`config.mk`:
```
export PLATFORM = sky130hd
export DESIGN_NAME = serial_line_assembler_unit_flat
export DESIGN_NICKNAME = d
export VERILOG_FILES = /design/src/hw/rtl/sla_pkg.sv /design/src/hw/rtl/sla_in_if.sv /design/src/hw/rtl/sla_out_if.sv /design/src/hw/rtl/sla_cfg_if.sv /design/src/hw/rtl/sla_line_store.sv /design/src/hw/rtl/serial_line_assembler_unit.sv /design/src/flat_wrapper.sv
export SDC_FILE = /design/constraint.sdc
export NUM_CORES = 1
export LEC_CHECK = 0
export BUFFER_PORTS_ARGS = -buffer_cell sky130_fd_sc_hd__buf_2
export CORE_MARGIN = 3
export CORE_UTILIZATION = 35
export CTS_BUF_LIST = sky130_fd_sc_hd__clkbuf_8
export DETAILED_ROUTE_END_ITERATION = 7
export PLACE_DENSITY = 0.6
export SLEW_MARGIN = 40
export SYNTH_ARGS = -nofsm -noshare
export SYNTH_HDL_FRONTEND = slang
export SYNTH_SLANG_ARGS = --single-unit
```
`constraint.sdc`:
```
create_clock -name i_clk -period 10.2 [get_ports i_clk]
set_input_delay 0 -clock i_clk [delete_from_list [all_inputs] [get_ports i_clk]]
set_output_delay 0 -clock i_clk [all_outputs]
set_load 0.01 [all_outputs]
```
`src/hw/rtl/sla_pkg.sv`:
```
// Shared types and constants for the serial line assembler.
package sla_pkg;

    typedef enum logic [1:0] {
        MODE_BYTE    = 2'd0,
        MODE_TICK    = 2'd1,
        MODE_READ    = 2'd2,
        MODE_RELEASE = 2'd3
    } t_mode;

    typedef enum logic [1:0] {
        REG_ECHO_ENABLE     = 2'd0,
        REG_NULL_TERMINATED = 2'd1,
        REG_CHAR_TIMEOUT    = 2'd2,
        REG_READ_TIMEOUT    = 2'd3
    } t_reg_index;

    typedef struct packed {
        t_mode      mode;
        logic [7:0] data_byte;
        logic [2:0] error_flags;
        logic [5:0] read_index;
    } t_in_item;

    typedef struct packed {
        logic       accepted;
        logic       echo_valid;
        logic [7:0] echo_char;
        logic       line_ready;
        logic [6:0] line_length;
        logic [7:0] read_data;
        logic       line_aborted;
        logic       last_result;
    } t_out_item;

    localparam logic [7:0] CH_LF  = 8'h0A;
    localparam logic [7:0] CH_CR  = 8'h0D;
    localparam logic [7:0] CH_NUL = 8'h00;
    localparam logic [7:0] CH_BS  = 8'h08;
    localparam logic [7:0] CH_SP  = 8'h20;

    localparam logic [15:0] CHAR_TIMEOUT_RST = 16'd1000;
    localparam logic [15:0] READ_TIMEOUT_RST = 16'd5000;

endpackage

```
`src/hw/rtl/sla_in_if.sv`:
```
// Input request channel of the serial line assembler.
interface sla_in_if import sla_pkg::*; ();
    logic     valid;
    logic     ready;
    t_in_item data;

    modport source (output valid, output data, input ready);
    modport sink   (input valid, input data, output ready);
endinterface

```
`src/hw/rtl/sla_out_if.sv`:
```
// Result channel of the serial line assembler.
interface sla_out_if import sla_pkg::*; ();
    logic      valid;
    logic      ready;
    t_out_item data;

    modport source (output valid, output data, input ready);
    modport sink   (input valid, input data, output ready);
endinterface

```
`src/hw/rtl/sla_cfg_if.sv`:
```
// Configuration write channel of the serial line assembler.
interface sla_cfg_if import sla_pkg::*; ();
    logic        valid;
    logic        ready;
    t_reg_index  index;
    logic [15:0] wdata;

    modport source (output valid, output index, output wdata, input ready);
    modport sink   (input valid, input index, input wdata, output ready);
endinterface

```
`src/hw/rtl/sla_line_store.sv`:
```
// Line store memory: one write port, one registered read port.
module sla_line_store #(
    parameter int DEPTH = 64,
    localparam int AW = $clog2(DEPTH)
) (
    input  logic          i_clk,
    input  logic          i_wr_en,
    input  logic [AW-1:0] i_wr_addr,
    input  logic [7:0]    i_wr_data,
    input  logic          i_rd_en,
    input  logic [AW-1:0] i_rd_addr,
    output logic [7:0]    o_rd_data
);

    logic [7:0] r_mem [DEPTH];
    logic [7:0] r_rd_data;

    always_ff @(posedge i_clk) begin
        if (i_wr_en) begin
            r_mem[i_wr_addr] <= i_wr_data;
        end
    end

    always_ff @(posedge i_clk) begin
        if (i_rd_en) begin
            r_rd_data <= r_mem[i_rd_addr];
        end
    end

    assign o_rd_data = r_rd_data;

endmodule

```
`src/hw/rtl/serial_line_assembler_unit.sv`:
```
// Top level of the serial line assembler: line assembly, echo, hold and read.
//
//  channel  dir  modport  payload
//  i_in     in   sink     t_in_item  (mode, data_byte, error_flags, read_index)
//  o_out    out  source   t_out_item (one result, or one per echoed character)
//  i_cfg    in   sink     index, wdata (always ready)
//
// An accepted request waits in the input register until it can move on, then its results
// load the result register; read data comes from the registered store port.
// One request per cycle for single-result requests while results are taken; an echoing
// request gives one result per echoed character, 1 to 3 of them.
// Reset clears all control state; the store needs no clearing.
// A stalled result still lets one more request enter the input register.
module serial_line_assembler_unit import sla_pkg::*; #(
    parameter int BUFFER_DEPTH = 64
) (
    input  logic      i_clk,
    input  logic      i_rst_n,
    sla_in_if.sink    i_in,
    sla_out_if.source o_out,
    sla_cfg_if.sink   i_cfg
);

    localparam int AW = $clog2(BUFFER_DEPTH);
    localparam int LW = $clog2(BUFFER_DEPTH + 1);
    localparam int CW = LW + 6;
    localparam logic [LW-1:0] DEPTH_L    = LW'(BUFFER_DEPTH);
    localparam logic [LW-1:0] LAST_POS_L = LW'(BUFFER_DEPTH - 1);
    localparam logic [LW:0]   DEPTH_X    = (LW+1)'(BUFFER_DEPTH);
    localparam logic [LW:0]   LAST_POS_X = (LW+1)'(BUFFER_DEPTH - 1);

    // configuration
    logic        r_echo_en;
    logic        r_null_term;
    logic [15:0] r_char_to;
    logic [15:0] r_read_to;

    assign i_cfg.ready = 1'b1;

    always_ff @(posedge i_clk) begin
        if (!i_rst_n) begin
            r_echo_en   <= 1'b0;
            r_null_term <= 1'b0;
            r_char_to   <= CHAR_TIMEOUT_RST;
            r_read_to   <= READ_TIMEOUT_RST;
        end else if (i_cfg.valid) begin
            unique case (i_cfg.index)
                REG_ECHO_ENABLE:     r_echo_en   <= i_cfg.wdata[0];
                REG_NULL_TERMINATED: r_null_term <= i_cfg.wdata[0];
                REG_CHAR_TIMEOUT:    r_char_to   <= i_cfg.wdata;
                REG_READ_TIMEOUT:    r_read_to   <= i_cfg.wdata;
            endcase
        end
    end

    // line state
    logic          r_receiving, n_receiving;
    logic [LW-1:0] r_write_pos, n_write_pos;
    logic          r_line_held, n_line_held;
    logic [LW-1:0] r_held_len,  n_held_len;
    logic [15:0]   r_gap_timer, n_gap_timer;
    logic [15:0]   r_hold_timer, n_hold_timer;
    // tail bytes of the held line that live outside the store
    logic          r_ovr_last_en, n_ovr_last_en;
    logic [7:0]    r_ovr_last_val, n_ovr_last_val;
    logic          r_ovr_prev_en, n_ovr_prev_en;

    // input and result registers
    logic       r_in_valid;
    t_in_item   r_in;
    logic       r_out_valid;
    t_out_item  r_res;
    logic [1:0] r_echo_n;
    logic [7:0] r_echo [3];
    logic [1:0] r_seq;
    logic       r_use_mem;

    logic w_last;
    logic w_move;
    logic [7:0] w_mem_q;

    assign w_last = (r_echo_n == 2'd0) || (r_seq == r_echo_n - 2'd1);
    assign w_move = r_in_valid && (!r_out_valid || (o_out.ready && w_last));
    assign i_in.ready = !r_in_valid || w_move;

    // step logic
    logic          c_wr_en;
    logic [LW-1:0] c_pos;
    logic [LW:0]   c_pos1;
    logic [LW:0]   c_pos3;
    logic          c_close;
    logic [LW-1:0] c_len;
    logic          c_ovr_last_en;
    logic [7:0]    c_ovr_last_val;
    logic          c_ovr_prev_en;
    logic          c_accepted;
    logic          c_aborted;
    logic [1:0]    c_echo_n;
    logic [7:0]    c_echo [3];
    logic [15:0]   c_timer_dec;
    logic [CW-1:0] c_idx;
    logic [CW-1:0] c_lenx;
    logic          c_hit;
    logic [7:0]    c_rdata;
    logic          c_use_mem;

    always_comb begin
        n_receiving    = r_receiving;
        n_write_pos    = r_write_pos;
        n_line_held    = r_line_held;
        n_held_len     = r_held_len;
        n_gap_timer    = r_gap_timer;
        n_hold_timer   = r_hold_timer;
        n_ovr_last_en  = r_ovr_last_en;
        n_ovr_last_val = r_ovr_last_val;
        n_ovr_prev_en  = r_ovr_prev_en;

        c_pos  = (r_write_pos >= LAST_POS_L) ? LAST_POS_L : r_write_pos;
        c_pos1 = {1'b0, c_pos} + (LW+1)'(1);
        c_pos3 = {1'b0, c_pos} + (LW+1)'(3);

        c_wr_en        = 1'b0;
        c_close        = 1'b0;
        c_len          = c_pos1[LW-1:0];
        c_ovr_last_en  = 1'b0;
        c_ovr_last_val = CH_NUL;
        c_ovr_prev_en  = 1'b0;
        c_accepted     = 1'b1;
        c_aborted      = 1'b0;
        c_echo_n       = 2'd0;
        c_echo[0]      = r_in.data_byte;
        c_echo[1]      = CH_SP;
        c_echo[2]      = CH_BS;
        c_timer_dec    = 16'd0;

        case (r_in.mode)
            MODE_BYTE: begin
                if (r_line_held) begin
                    c_accepted = 1'b0;
                end else if (r_in.error_flags != 3'd0) begin
                    n_receiving = 1'b0;
                    n_write_pos = '0;
                    c_aborted   = 1'b1;
                end else begin
                    c_wr_en     = 1'b1;
                    n_receiving = 1'b1;
                    n_gap_timer = r_char_to;
                    if (r_null_term && r_in.data_byte == CH_NUL) begin
                        c_close = 1'b1;
                        c_len   = c_pos1[LW-1:0];
                    end else if (!r_null_term &&
                                 (r_in.data_byte == CH_CR || r_in.data_byte == CH_LF)) begin
                        c_close = 1'b1;
                        if (c_pos3 <= DEPTH_X) begin
                            c_len          = c_pos3[LW-1:0];
                            c_ovr_prev_en  = 1'b1;
                            c_ovr_last_en  = 1'b1;
                            c_ovr_last_val = CH_NUL;
                        end else begin
                            // CR lands in the last entry, NUL falls off the end
                            c_len          = DEPTH_L;
                            c_ovr_last_en  = 1'b1;
                            c_ovr_last_val = CH_CR;
                        end
                        if (r_echo_en) begin
                            c_echo_n  = 2'd2;
                            c_echo[0] = CH_LF;
                            c_echo[1] = CH_CR;
                        end
                    end else if (r_echo_en && r_in.data_byte == CH_BS) begin
                        c_echo_n    = 2'd3;
                        c_echo[0]   = CH_BS;
                        n_write_pos = (c_pos != '0) ? c_pos - LW'(1) : '0;
                    end else begin
                        if (r_echo_en) begin
                            c_echo_n = 2'd1;
                        end
                        if (c_pos1 >= LAST_POS_X) begin
                            c_close        = 1'b1;
                            c_len          = DEPTH_L;
                            c_ovr_last_en  = 1'b1;
                            c_ovr_last_val = CH_NUL;
                        end else begin
                            n_write_pos = c_pos1[LW-1:0];
                        end
                    end
                end
            end
            MODE_TICK: begin
                if (r_line_held) begin
                    c_timer_dec  = (r_hold_timer != 16'd0) ? r_hold_timer - 16'd1 : 16'd0;
                    n_hold_timer = c_timer_dec;
                    if (c_timer_dec == 16'd0) begin
                        n_line_held = 1'b0;
                        n_held_len  = '0;
                    end
                end else if (r_receiving) begin
                    c_timer_dec = (r_gap_timer != 16'd0) ? r_gap_timer - 16'd1 : 16'd0;
                    n_gap_timer = c_timer_dec;
                    if (c_timer_dec == 16'd0) begin
                        c_close        = 1'b1;
                        c_len          = r_write_pos + LW'(1);
                        c_ovr_last_en  = 1'b1;
                        c_ovr_last_val = CH_NUL;
                    end
                end
            end
            MODE_READ: begin
            end
            MODE_RELEASE: begin
                if (r_line_held) begin
                    n_line_held  = 1'b0;
                    n_held_len   = '0;
                    n_hold_timer = 16'd0;
                end
            end
            default: begin
            end
        endcase

        if (c_close) begin
            n_line_held    = 1'b1;
            n_held_len     = c_len;
            n_hold_timer   = r_read_to;
            n_receiving    = 1'b0;
            n_write_pos    = '0;
            n_ovr_last_en  = c_ovr_last_en;
            n_ovr_last_val = c_ovr_last_val;
            n_ovr_prev_en  = c_ovr_prev_en;
        end

        c_idx     = CW'(r_in.read_index);
        c_lenx    = CW'(r_held_len);
        c_hit     = (r_in.mode == MODE_READ) && r_line_held && (c_idx < c_lenx) &&
                    (c_idx < CW'(BUFFER_DEPTH));
        c_use_mem = 1'b0;
        c_rdata   = 8'd0;
        if (c_hit) begin
            if (r_ovr_last_en && c_idx == c_lenx - CW'(1)) begin
                c_rdata = r_ovr_last_val;
            end else if (r_ovr_prev_en && c_idx == c_lenx - CW'(2)) begin
                c_rdata = CH_CR;
            end else begin
                c_use_mem = 1'b1;
            end
        end
    end

    sla_line_store #(
        .DEPTH (BUFFER_DEPTH)
    ) u_store (
        .i_clk     (i_clk),
        .i_wr_en   (w_move && c_wr_en),
        .i_wr_addr (c_pos[AW-1:0]),
        .i_wr_data (r_in.data_byte),
        .i_rd_en   (w_move),
        .i_rd_addr (AW'(r_in.read_index)),
        .o_rd_data (w_mem_q)
    );

    always_ff @(posedge i_clk) begin
        if (!i_rst_n) begin
            r_receiving   <= 1'b0;
            r_write_pos   <= '0;
            r_line_held   <= 1'b0;
            r_held_len    <= '0;
            r_gap_timer   <= 16'd0;
            r_hold_timer  <= 16'd0;
            r_ovr_last_en <= 1'b0;
            r_ovr_prev_en <= 1'b0;
        end else if (w_move) begin
            r_receiving   <= n_receiving;
            r_write_pos   <= n_write_pos;
            r_line_held   <= n_line_held;
            r_held_len    <= n_held_len;
            r_gap_timer   <= n_gap_timer;
            r_hold_timer  <= n_hold_timer;
            r_ovr_last_en <= n_ovr_last_en;
            r_ovr_prev_en <= n_ovr_prev_en;
        end
    end

    always_ff @(posedge i_clk) begin
        if (w_move) begin
            r_ovr_last_val <= n_ovr_last_val;
        end
    end

    always_ff @(posedge i_clk) begin
        if (!i_rst_n) begin
            r_in_valid <= 1'b0;
        end else if (i_in.valid && i_in.ready) begin
            r_in_valid <= 1'b1;
        end else if (w_move) begin
            r_in_valid <= 1'b0;
        end
    end

    always_ff @(posedge i_clk) begin
        if (i_in.valid && i_in.ready) begin
            r_in <= i_in.data;
        end
    end

    always_ff @(posedge i_clk) begin
        if (!i_rst_n) begin
            r_out_valid <= 1'b0;
            r_seq       <= 2'd0;
            r_echo_n    <= 2'd0;
        end else if (w_move) begin
            r_out_valid <= 1'b1;
            r_seq       <= 2'd0;
            r_echo_n    <= c_echo_n;
        end else if (r_out_valid && o_out.ready) begin
            if (w_last) begin
                r_out_valid <= 1'b0;
            end else begin
                r_seq <= r_seq + 2'd1;
            end
        end
    end

    always_ff @(posedge i_clk) begin
        if (w_move) begin
            r_res.accepted     <= c_accepted;
            r_res.echo_valid   <= 1'b0;
            r_res.echo_char    <= 8'd0;
            r_res.line_ready   <= n_line_held;
            r_res.line_length  <= n_line_held ? 7'(n_held_len) : 7'd0;
            r_res.read_data    <= c_rdata;
            r_res.line_aborted <= c_aborted;
            r_res.last_result  <= 1'b0;
            r_use_mem          <= c_use_mem;
            r_echo[0]          <= c_echo[0];
            r_echo[1]          <= c_echo[1];
            r_echo[2]          <= c_echo[2];
        end
    end

    always_comb begin
        o_out.valid             = r_out_valid;
        o_out.data              = r_res;
        o_out.data.echo_valid   = (r_echo_n != 2'd0);
        o_out.data.echo_char    = (r_echo_n != 2'd0) ? r_echo[r_seq] : 8'd0;
        o_out.data.read_data    = r_use_mem ? w_mem_q : r_res.read_data;
        o_out.data.last_result  = w_last;
    end

    a_held_len: assert property (@(posedge i_clk) disable iff (!i_rst_n)
        r_line_held |-> (r_held_len != '0))
        else $error("held line with zero length");

    a_empty_len: assert property (@(posedge i_clk) disable iff (!i_rst_n)
        !r_line_held |-> (r_held_len == '0))
        else $error("length kept without a held line");

    a_pos_range: assert property (@(posedge i_clk) disable iff (!i_rst_n)
        r_write_pos < LAST_POS_L)
        else $error("write position reached the last entry");

    a_idle_pos: assert property (@(posedge i_clk) disable iff (!i_rst_n)
        !r_receiving |-> (r_write_pos == '0))
        else $error("write position moved while idle");

    a_seq_range: assert property (@(posedge i_clk) disable iff (!i_rst_n)
        (r_out_valid && r_seq != 2'd0) |-> (r_echo_n > r_seq))
        else $error("echo sequence ran past its count");

endmodule

```
`src/flat_wrapper.sv`:
```
// flat-port wrapper written by rule: the top's interface ports become plain ports
module serial_line_assembler_unit_flat import sla_pkg::*;
#(
    parameter int BUFFER_DEPTH = 64
)
  (i_clk, i_rst_n, i_in_valid, i_in_data, i_in_ready, o_out_valid, o_out_data, o_out_ready, i_cfg_valid, i_cfg_index, i_cfg_wdata, i_cfg_ready);
  sla_in_if i_in_i ();
  sla_out_if o_out_i ();
  sla_cfg_if i_cfg_i ();
  input  logic i_clk;
  input  logic i_rst_n;
  input wire logic [$bits(i_in_i.valid)-1:0] i_in_valid;
  input wire logic [$bits(i_in_i.data)-1:0] i_in_data;
  output wire logic [$bits(i_in_i.ready)-1:0] i_in_ready;
  output wire logic [$bits(o_out_i.valid)-1:0] o_out_valid;
  output wire logic [$bits(o_out_i.data)-1:0] o_out_data;
  input wire logic [$bits(o_out_i.ready)-1:0] o_out_ready;
  input wire logic [$bits(i_cfg_i.valid)-1:0] i_cfg_valid;
  input wire logic [$bits(i_cfg_i.index)-1:0] i_cfg_index;
  input wire logic [$bits(i_cfg_i.wdata)-1:0] i_cfg_wdata;
  output wire logic [$bits(i_cfg_i.ready)-1:0] i_cfg_ready;
  assign i_in_i.valid = i_in_valid;
  assign i_in_i.data = i_in_data;
  assign i_in_ready = i_in_i.ready;
  assign o_out_valid = o_out_i.valid;
  assign o_out_data = o_out_i.data;
  assign o_out_i.ready = o_out_ready;
  assign i_cfg_i.valid = i_cfg_valid;
  assign i_cfg_i.index = i_cfg_index;
  assign i_cfg_i.wdata = i_cfg_wdata;
  assign i_cfg_ready = i_cfg_i.ready;
  serial_line_assembler_unit #(.BUFFER_DEPTH(BUFFER_DEPTH)) u_core (.i_clk(i_clk), .i_rst_n(i_rst_n), .i_in(i_in_i), .o_out(o_out_i), .i_cfg(i_cfg_i));
endmodule
```
==> results.yml, run 1 <==
synthesis:
  synth_nets: 1839
  synth_seq_area_share_pct: 67.2
  ys_types: 83
  ys_top_cells_by_area: "sky130_fd_sc_hd__edfxtp_1 (61%), sky130_fd_sc_hd__mux4_2 (14%), sky130_fd_sc_hd__dfxtp_1 (6.6%)"
  postSynthAreaPerCell_um2: 15.7
  syn-instance-count: 1779
  synth.yosys.warnings: 0
  syn_area_um2: 27900
  synth-seq-cells: 654
  postSynth.topFlopCell: "sky130_fd_sc_hd__edfxtp_1"
  portion_of_synthesized_cell_area_occupied_by_the_leading_cell_type_pct: 60.6
  synthArstFlopShare_pct: 0
  netlist.top_cell.by_area: "sky130_fd_sc_hd__edfxtp_1"
  synth-edff-count: 562
clock_network:
  cts_resized: 0
  cts.repair_timing.setup_buffer_count: 0
  tritoncts.num_buffers: 105
  cts_root_buffer: "sky130_fd_sc_hd__clkbuf_8"
  ctsLongestPathBuffers: 3
  numClockSinks: 654
  htree_num_levels: 3
  clk_pin_slew_ns: 0.06
  worstSkewPairLatency_ns: 0.71
  clock_tree_from_tritoncts: "built"
job:
  cap_viol_max_count: 0
critical_path:
  worstSetupStartpointType: "flop"
  r2r_end: "u_core.r_hold_timer[2]"
  r2r_startpoint: "u_core.r_write_pos[2]"
  cp_data_required_time_ns: 10.75
  rr_worst_depth: 14
  worst_setup_path_end_kind: "flop"
  r2r_setup_slack_ns: 5.67
  cp_max_fo: 21
  cp_data_arrival_time_ns: 5.08
  crit_type: "flop to flop"
global_routing:
  first_global_vias: 16600
  largest_net_degree_at_the_start_of_global_routing: 131
  grt_first_pass_wirelength_mm: 104
  globalRouteOverflowTotal: 0
  grt_util_all_layers_pct: 16.6
  grt_antenna_before_repair: 1
sta:
  grt_setup_unrepaired: "no"
  timing_worst_slew_pin_value_ns: 0.840
  clock-skew-final_ns: 0.0469
  timing.final.hold_violations: 0
  totalNegativeSetupSlack_ns: 0
  relSlewSlack_pct: 43.9
  period_needed_ns: 4.53
  fin_crit_sh_pct: 44.4
  setup_viol_count_final: 0
  timing.fmax_ghz: 0.221
  report.final.slew_viol_count: 0
route:
  drt_first_pass_iters: 6
  initialDrtViolationCount: 1626
  routed_via_density: 5.34
  routed_wl_mm: 68.8
  routedWlPerCell_um: 22.5
  routed-via-count: 16400
  ant_nets_after_route: 0
  route.detailed.drc: 0
power_and_ir_drop:
  p_int_mw: 4.18
  total_switching_power_mw: 1.24
  power.ir.vdd_worst_v: 0.0000880
  static-leakage-power_nw: 10.5
  clock_power_share_pct: 39.7
  cellPowerDensity_nw_per_um2: 169
  seq_power_share_pct: 54.2
  power.switching_fraction_pct: 22.9
  combPwrFrac_pct: 6.1
min_path:
  holdCritStartpoint: "i_in_data[18]"
  worst_hold_path_type: "input pin to flop"
  holdPathEnd: "u_core.r_in[18]"
  min_path_cells: 2
floorplanning:
  die_area_um2: 83000
  floorplan.die.width_um: 288
  die_height_um: 288
  core_footprint_um2: 78100
  num_rows: 102
  number_of_top_level_pins: 73
  starting_density_of_the_core_pct: 35.7
cells_and_area:
  filler_cell_count: 7050
  finalNetCount: 1999
  footprint_of_the_multi_input_gates_um2: 8560
  seqCellArea_um2: 18700
  drive_gt1_share_pct: 22.3
  layout_commonest_cell: "sky130_fd_sc_hd__edfxtp_1"
  final_cells: 3063
  syn_to_final_growth_pct: 15.1
  mostFrequentLayoutCells: "sky130_fd_sc_hd__edfxtp_1 (562), sky130_fd_sc_hd__mux4_2 (168), sky130_fd_sc_hd__nand2_1 (166)"
placed_design:
  placed_cells: 2797
  gp_routability_congestion: 0.893
  dp_hpwl_mm: 42.5
  place.port_buffers: 71
run_status:
  run_status: "finished clean"
-- per-layer routing --
metal	up-vias	part of all wire, %	wire, um	track usage (%)
met1	8366	43	29600	22.6
li1	7312	-	-	-
met4	0	2.5	1710	5.48
met5	-	0	0	0
met3	119	5.7	3950	2.64
met2	553	49	33500	27.2
-- power by group through the flow --
stage	logic (mW)	clock network, mW	registers [mW]
2_1_floorplan	0.188	0	3.00
3_3_place_gp	0.303	0	3.00
3_5_place_dp	0.309	0	3.00
4_1_cts	0.330	2.21	2.94
5_1_grt	0.355	2.33	2.94
6_report	0.330	2.15	2.94
-- cell families after synthesis --
logic type                 share of synthesized area, %
DFF                                                67.2
and+or+nand+nor                                    8.60
AOI/OAI and AO/OA                                  5.98
muxes                                              14.2
buffers and inverters                              2.27
xor gates and xnor gates                          0.943
adders and majority gates                         0.808
other                                            0.0135
-- layout make-up --
type,instances,area share [%]
repair buffers,167,4.23
clock buffers,108,4.64
well taps,1040,4.06
inverters,33,0.386
clock inverters,81,1.61
multi-input cells,978,26.7
flip-flops and latches,654,58.4
diodes,2,0.0156
-- worst max path at each step --
stage	startpoint	endpoint	slack, ns	cells past startpoint
finish	u_core.r_write_pos[2]	u_core.r_hold_timer[2]	5.67	14
global route	u_core.r_write_pos[2]	u_core.r_hold_timer[6]	5.31	14
CTS	u_core.r_write_pos[2]	u_core.r_hold_timer[5]	5.47	13
detailed placement	u_core.r_write_pos[2]	u_core.r_hold_timer[5]	5.50	13
global placement	u_core.r_write_pos[2]	u_core.r_hold_timer[5]	5.70	13
floorplan	u_core.r_echo_n[0]	u_core.r_held_len[0]	6.56	11
-- state kept, by name (all words and copies together), names as in the netlist, 2 cells and up, named ones only --
| name | count |
|---|---|
| u_core.o_out.data | 10 |
| u_core.r_char_to | 16 |
| u_core.r_in | 13 |
| u_core.r_read_to | 16 |
| u_core.r_hold_timer | 16 |
| u_core.r_echo_n | 2 |
| u_core.c_idx | 6 |
| u_core.r_write_pos | 7 |
| u_core.r_held_len | 7 |
| u_core.u_store.r_mem | 512 |
| u_core.r_seq | 2 |
| u_core.r_gap_timer | 16 |
| u_core.r_echo | 10 |
| u_core.u_store.o_rd_data | 8 |
-- worst max-delay path, stage by stage (launching register included) --
cell                       delay (ns)
sky130_fd_sc_hd__dfxtp_1         0.74
sky130_fd_sc_hd__and4_1          0.45
sky130_fd_sc_hd__a21o_1          0.26
sky130_fd_sc_hd__nor2_1          0.12
sky130_fd_sc_hd__inv_1           0.12
sky130_fd_sc_hd__ha_1            0.32
sky130_fd_sc_hd__or3b_2          0.49
sky130_fd_sc_hd__a21oi_1         0.13
sky130_fd_sc_hd__and3_1          0.22
sky130_fd_sc_hd__a31oi_1         0.21
sky130_fd_sc_hd__a21o_1          0.37
sky130_fd_sc_hd__a31oi_4         0.40
sky130_fd_sc_hd__buf_8           0.24
sky130_fd_sc_hd__a21boi_0        0.22
sky130_fd_sc_hd__o32ai_1         0.10
-- timing repair --
action,in CTS,in global routing
setup endpoints to repair,0,0
hold endpoints to repair,82,0
hold buffers,71,0
-- synth_stat cells, drive strengths merged, types with 12 or more instances --
master,n
nor2,157
nor4,16
or4,12
nand2b,13
o31ai,12
nand2,167
buf,40
or3,18
nand3,40
dfxtp,92
a21oi,64
xnor2,16
mux2i,17
edfxtp,562
xor2,14
o21ai,45
and2,12
mux4,168
a311oi,12
inv,32
nor3,28
clkbuf,74
ha,18
-- per-stage QoR --
step / power [mW] / hold slack (ns) / area [um2] / utilization (%) / worst slack [ns]
detailed placement: 3.31 / 0.178 / 29200 / 37.4 / 5.50
global route: 5.63 / 0.0481 / 32100 / 41.1 / 5.31
global placement: 3.30 / 0.179 / 29200 / 37.4 / 5.70
floorplan: 3.19 / 0.0989 / 27900 / - / 6.56
finish: 5.42 / 0.0776 / 32100 / 41.1 / 5.67
CTS: 5.48 / 0.0198 / 31900 / 40.9 / 5.47
No activity file was read; power rests on OpenSTA's default activity.
==> inputs of run 2 (changes only) <==
==> constraint.sdc (replaced) <==
create_clock -name i_clk -period 4.7 [get_ports i_clk]
set_input_delay 0 -clock i_clk [delete_from_list [all_inputs] [get_ports i_clk]]
set_output_delay 0 -clock i_clk [all_outputs]
set_load 0.01 [all_outputs]
==> run 2 against run 1 <==
Via count increased by 2.0%. Clock skew is 0.0034 ns higher. First-iteration DRC count down 0.55%. Combinational power grew 120%. Critical endpoint is now u_core.r_hold_timer[5]. Highest routed layer unchanged.
==> results.yml, run 2 (synthesis results as in run 1) <==
run_status:
  run_status: "finished clean"
sta:
  relSlewSlack_pct: 42.8
  finalWorstSetupSlack_ns: 0.468
  clock-skew-final_ns: 0.0504
  grt_setup_unrepaired: "no"
  timing.fmax_ghz: 0.236
  fin_worst_hold_slack_ns: 0.0631
  period_needed_ns: 4.23
  timing_worst_slew_pin_value_ns: 0.850
  setup_viol_count_final: 0
  totalNegativeSetupSlack_ns: 0
  timing.final.hold_violations: 0
  fin_crit_sh_pct: 90.0
  report.final.slew_viol_count: 0
placed_design:
  place.port_buffers: 71
  dp_hpwl_mm: 43.4
  placedInstanceArea_um2: 29600
  gp_routability_congestion: 0.919
  post_place_setup_slack_ns: 0.608
critical_path:
  cp_data_required_time_ns: 5.24
  worst_setup_path_endpoint: "u_core.r_hold_timer[5]"
  cp_slowest_cell: "sky130_fd_sc_hd__dfxtp_1"
  timing.critical_path.cells: "ha_1, a21o_1, nor2_1, inv_1, ha_1, or3b_2, a21oi_1, and3_1, a31oi_1, a21o_1, a31oi_4, buf_4, a21boi_0, o22ai_1"
  rr_worst_depth: 14
  r2r_end: "u_core.r_hold_timer[5]"
  critical_path.startpoint: "u_core.r_write_pos[1]"
  crit_type: "flop to flop"
  r2r_setup_slack_ns: 0.47
  cp_max_fo: 31
  r2r_startpoint: "u_core.r_write_pos[1]"
  cp_data_arrival_time_ns: 4.78
  worst_setup_path_end_kind: "flop"
  critical_path.max_stage_delay_ns: 0.61
  worstSetupStartpointType: "flop"
floorplanning:
  die_area_um2: 83000
  number_of_top_level_pins: 73
  die_height_um: 288
  starting_density_of_the_core_pct: 35.7
  core_footprint_um2: 78100
  floorplan.die.width_um: 288
  num_rows: 102
clock_network:
  clk_pin_slew_ns: 0.06
  hold_buffers: 75
  cts_resized: 0
  clock_tree_from_tritoncts: "built"
  numClockSinks: 654
  cts_root_buffer: "sky130_fd_sc_hd__clkbuf_8"
  tritoncts.num_buffers: 103
  htree_num_levels: 3
  worstSkewPairLatency_ns: 0.72
  cts.repair_timing.setup_buffer_count: 0
  ctsLongestPathBuffers: 3
cells_and_area:
  mostFrequentLayoutCells: "sky130_fd_sc_hd__edfxtp_1 (562), sky130_fd_sc_hd__mux4_2 (168), sky130_fd_sc_hd__nand2_1 (166)"
  max_flop_register: "u_core.u_store.r_mem"
  fin_util_pct: 41.5
  finalNetCount: 2052
  syn_to_final_growth_pct: 16.3
  layout_commonest_cell: "sky130_fd_sc_hd__edfxtp_1"
  final_design_area_no_fill_um2: 32400
  largest_reg_flops: 512
  drive_gt1_share_pct: 23.6
route:
  ant_nets_after_route: 0
  route.detailed.drc: 0
  routed_wl_mm: 69.8
  drt_first_pass_iters: 5
  routed_via_density: 5.35
  routedWlPerCell_um: 22.4
  routed-via-count: 16700
  initialDrtViolationCount: 1617
job:
  cap_viol_max_count: 0
global_routing:
  first_global_vias: 16600
  grt_first_pass_wirelength_mm: 106
  grt_antenna_before_repair: 3
  grt_util_all_layers_pct: 16.8
  globalRouteOverflowTotal: 0
  largest_net_degree_at_the_start_of_global_routing: 131
power_and_ir_drop:
  cellPowerDensity_nw_per_um2: 361
  static-leakage-power_nw: 10.7
  power.ir.vdd_worst_v: 0.000222
min_path:
  worst_hold_path_type: "input pin to flop"
run 2: routing by layer:
layer	up-vias	global-route usage, %	part of all wire, %
met5	-	0	0
met2	629	26.7	48
met4	0	5.66	2.6
met3	124	2.49	5.9
li1	7424	-	-
met1	8494	23.7	44
run 2: where the power goes:
group | switching [mW] | internal (mW) | total [mW]
logic | 0.416 | 0.304 | 0.720
clock network | 2.25 | 2.36 | 4.60
registers | 0.0374 | 6.34 | 6.38
total | 2.70 | 9.01 | 11.7
run 2: how the worst min path moves through the flow:
stage	cells after the start	start	endpoint
floorplan	0	i_in_data[0]	u_core.c_idx[0]
global placement	1	i_in_data[6]	u_core.r_in[6]
detailed placement	1	i_in_data[2]	u_core.c_idx[2]
CTS	2	i_in_data[17]	u_core.r_in[17]
global route	2	i_in_data[17]	u_core.r_in[17]
finish	2	i_in_data[17]	u_core.r_in[17]
run 2: cell type report:
class	instances	area [um2]
tap	1040	1300
clock inverter	79	467
multi-input combinational	978	8550
sequential	654	18700
clock buffer	108	1490
timing repair buffer	222	1750
antenna	2	5.00
fill	7020	45700
inverter	33	124
run 2: worst max-delay path: cells and delay by family (launching register included):
family / cells / cell delay (ns)
flip-flops: 1 / 0.61
AND/OR/NAND/NOR: 3 / 0.84
AO/OA/AOI/OAI: 7 / 1.45
adder cells (fa/ha/maj): 2 / 0.70
buffers and inverters: 2 / 0.46
run 2: through the flow:
| stage | std cells | total power, mW |
|---|---|---|
| floorplan | 1779 | 6.93 |
| global placement | 2849 | 7.17 |
| detailed placement | 2850 | 7.18 |
| CTS | 3112 | 11.8 |
| global route | 3115 | 12.1 |
| finish | 3116 | 11.7 |
